**src/sv/aeha_ram.sv**
```systemverilog
module aeha_ram #(
    parameter int WIDTH = 64,
    parameter int DEPTH = 64
) (
    input  logic                                      clk,
    input  logic                                      we,
    input  logic [((DEPTH > 1) ? $clog2(DEPTH) : 1)-1:0] waddr,
    input  logic [WIDTH-1:0]                          wdata,
    input  logic [((DEPTH > 1) ? $clog2(DEPTH) : 1)-1:0] raddr,
    output logic [WIDTH-1:0]                          rdata
);

    logic [WIDTH-1:0] mem [DEPTH];

    // one write port, registered read port
    always_ff @(posedge clk) begin
        if (we) begin
            mem[waddr] <= wdata;
        end
        rdata <= mem[raddr];
    end

endmodule

```
**config.mk**
```make
export PLATFORM = sky130hd
export DESIGN_NAME = aeha_ram
export DESIGN_NICKNAME = d
export VERILOG_FILES = /design/src/sv/aeha_ram.sv
export SDC_FILE = /design/constraint.sdc
export NUM_CORES = 2
export LEC_CHECK = 0
export BUFFER_PORTS_ARGS = -buffer_cell sky130_fd_sc_hd__buf_4
export CAP_MARGIN = 10
export CORE_MARGIN = 5
export CORE_UTILIZATION = 55
export CTS_BUF_LIST = sky130_fd_sc_hd__clkbuf_16
export CTS_CLUSTER_DIAMETER = 120
export DETAILED_ROUTE_END_ITERATION = 16
export HOLD_SLACK_MARGIN = 0.1
export PLACE_DENSITY = 0.73
export SKIP_LAST_GASP = 1
export SLEW_MARGIN = 5
export SYNTH_ARGS = -nofsm -noshare
export SYNTH_HDL_FRONTEND = slang
export SYNTH_SLANG_ARGS = --single-unit
```
**constraint.sdc**
```tcl
create_clock -name clk -period 6.6 [get_ports clk]
set_input_delay 0.99 -clock clk [delete_from_list [all_inputs] [get_ports clk]]
set_output_delay 0.99 -clock clk [all_outputs]
set_load 0.01 [all_outputs]
```
==> results.py <==
metrics = {
    "run_status": {
        "status": "finished clean",
    },
    "synth": {
        "muxShareOfSynthArea_pct": 15.6,
        "synth_top_area_share_pct": 78.7,
        "ys.flop_type": "edfxtp_1",
        "synth-compound-area-share_pct": 2.48,
        "synth_top_family_by_area": "multiplexers",
        "syn-cell-area_mm2": 0.156,
        "synthXorXnorAreaFrac_pct": 0,
        "synth_area_leaders": "edfxtp_1, mux4_2, mux2i_1",
        "synth_cell_type_count": 33,
        "yosysWarningCount": 0,
        "syn_inst": 6598,
        "synthSimpleGateAreaFrac_pct": 1.24,
        "ys_async_sr_fraction_pct": 0,
        "synthTopCellsByCount": "edfxtp_1, mux4_2, buf_2",
        "yosysSeqAreaShare_pct": 79.5,
        "synth-adder-area-share_pct": 0,
        "synth_nets": 6676,
        "synth-edff-count": 4096,
        "avgSynthCellArea_um2": 23.7,
        "synth_top_cell_by_area": "edfxtp_1",
        "yosysMostFrequentCell": "edfxtp_1",
        "ys_ff_latch": 4160,
    },
    "sta": {
        "layout_min_cycle_time_ps": 3510,
        "fin_skew_ps": 70.0,
        "fmax_mhz": 285,
        "min_period_over_period_pct": 53.2,
        "setup_viol": 0,
        "grt_setup_unrepaired": "no",
        "finalSetupTns_ps": 0,
        "finalHoldViolations": 0,
        "relSlewSlack_pct": 11.0,
        "whs_ps": 587,
        "worst_slew_pin_slew_ps": 1330,
        "drv_slew": 0,
    },
    "global_routing": {
        "grt_max_degree": 131,
        "grt_pass1_vias": 77400,
        "grt_pass1_wl_um": 588000,
        "grt-ovfl-total": 0,
        "grt_antenna_before_repair": 25,
        "grt_usage_pct": 28.3,
    },
    "layout": {
        "nets": 7051,
        "syn_to_final_growth_pct": 12.4,
        "final_util_pct": 62.2,
        "instances_no_fill": 11100,
        "drive_above_1_share_pct": 27.7,
    },
    "worst_setup_path": {
        "arrival_ps": 4280,
        "cp.required_ps": 7370,
        "critPathBufInv": 3,
        "start_kind": "input pin",
        "critPathMaxStageDelay_ps": 590,
        "crit_path_top_delay_cell": "buf_12",
        "reg2regPathDepth": 5,
        "critPathKind": "in -> reg",
        "cp_max_fo": 86,
        "worst_setup_path_end_kind": "register",
        "crit_cells": 7,
        "critical-path-top-delay-family": "buffers and inverters",
        "critical_path.cell_chain": "buf_16 > buf_12 > buf_4 > mux4_2 > a22oi_1 > nand3_1 > and3_1",
    },
    "routing": {
        "firstDrtPassIters": 6,
        "drc": 0,
        "wl_per_cell_um": 37.6,
        "finalWirelength_um": 416000,
        "first_iter_violations": 11700,
        "via_count": 76500,
        "via_per_inst": 6.91,
        "drtAntennaViolNets": 0,
    },
    "clocking": {
        "path_clk_slew_ps": 60,
        "cts_repair_resize_count": 0,
        "h-tree-depth": 5,
        "clkLatencyLatePin_ps": 940,
        "clockBufferDepth": 4,
        "cts_root_buf": "clkbuf_16",
        "cts.sinks": 4160,
        "post-cts-setup-buffer-count": 0,
        "hold_buffers": 0,
        "cts_tree": "yes",
        "cts_buffers": 399,
    },
    "power_and_ir_drop": {
        "p_sw_mw": 11.5,
        "p_seq_share_pct": 54.1,
        "internal_power_mw": 42.9,
        "power_density_mw_per_mm2": 309,
        "switching_share_pct": 21.1,
        "p_comb_share_pct": 4.6,
        "ir_worst_vdd_uv": 272,
        "clkPwrFrac_pct": 41.2,
        "p_leak_nw": 55.1,
        "power_mw": 54.4,
    },
    "placement": {
        "placed_cells": 10300,
        "hpwlAfterDp_um": 222000,
        "routabilityCongestion": 0.824,
        "portBuffers": 141,
    },
    "die": {
        "coreArea_mm2": 0.283,
        "start_util_pct": 55.3,
        "die_y_um": 543,
        "dieArea_mm2": 0.295,
        "die_x_um": 543,
        "ios": 142,
        "fp-row-count": 195,
    },
    "job": {
        "cap_violations": 0,
    },
    "min_path": {
        "worstHoldPathCells": 1,
        "hp-class": "in -> reg",
    },
}
[state kept, by name, indices dropped and copies added (netlist names)]
name,cells
mem,4096
rdata,64
[worst paths after layout]
path / start / endpoint / slack [ps]
worst max register to register: mem[8][32] / rdata[32] / 4490
worst min-delay path: wdata[7] / mem[50][7] / 590
worst max-delay path: raddr[0] / rdata[32] / 3090
worst min register to register: mem[47][42] / rdata[42] / 830
[routing by layer]
metal | wire, um | global-route usage, % | vias to the layer above
li1 | - | - | 29200
met1 | 146000 | 39.2 | 40700
met2 | 198000 | 44.0 | 5635
met3 | 50100 | 6.44 | 912
met4 | 21600 | 12.7 | 20
met5 | 116 | 0 | -
[power by group through the flow]
stage	Clock (mW)	Combinational, mW	Sequential [mW]
5_1_grt	23.8	2.65	29.4
3_5_place_dp	0	2.51	30.0
4_1_cts	22.6	2.53	29.4
3_3_place_gp	0	2.46	30.0
6_report	22.4	2.52	29.4
2_1_floorplan	0	1.36	29.9
[cell usage in the layout, fill, tap and decap left out, drive strengths merged, types with 29 or more instances in the layout]
| master | instances |
|---|---|
| o22ai | 83 |
| a211oi | 63 |
| dfxtp | 64 |
| mux4 | 1024 |
| o221ai | 38 |
| nand2 | 58 |
| nor2 | 112 |
| bufinv | 39 |
| buf | 344 |
| nand3 | 45 |
| edfxtp | 4096 |
| clkbuf | 406 |
| and3 | 64 |
| a22o | 88 |
| or3 | 29 |
| clkinv | 181 |
| inv | 122 |
| mux2i | 135 |
| a22oi | 168 |
[through the flow]
| stage | area, um^2 | setup WS [ps] |
|---|---|---|
| 2_1_floorplan | 156000 | 174 |
| 3_3_place_gp | 163000 | 2270 |
| 3_5_place_dp | 163000 | 2200 |
| 4_1_cts | 176000 | 3130 |
| 5_1_grt | 176000 | 2910 |
| 6_report | 176000 | 3090 |
[worst reg2reg max path: cells and delay by family, from the launching register on]
kind	cells	cell delay [ps]
DFF	1	380
muxes	1	460
and+or+nand+nor	2	390
AOI/OAI and AO/OA	2	710
[kinds of logic (layout without fill, tap and decap cells)]
group | Yosys count | after routing
other | 0 | 14
DFF | 4160 | 4160
buffers and inverters | 389 | 1100
muxes | 1159 | 1159
AOI/OAI and AO/OA | 504 | 504
and+or+nand+nor | 386 | 386
[final cells by class]
class                           instances  area, um^2
Fill cell                           18200      107000
Clock inverter                        331        2650
Sequential cell                      4160      124000
Clock buffer                          406       10200
Inverter                               19        71.3
Timing Repair Buffer                  344        3100
Tap cell                             3743        4680
Antenna cell                           14        35.0
Multi-Input combinational cell       2049       30800
Note: power is estimated with default switching activity, not from simulation.
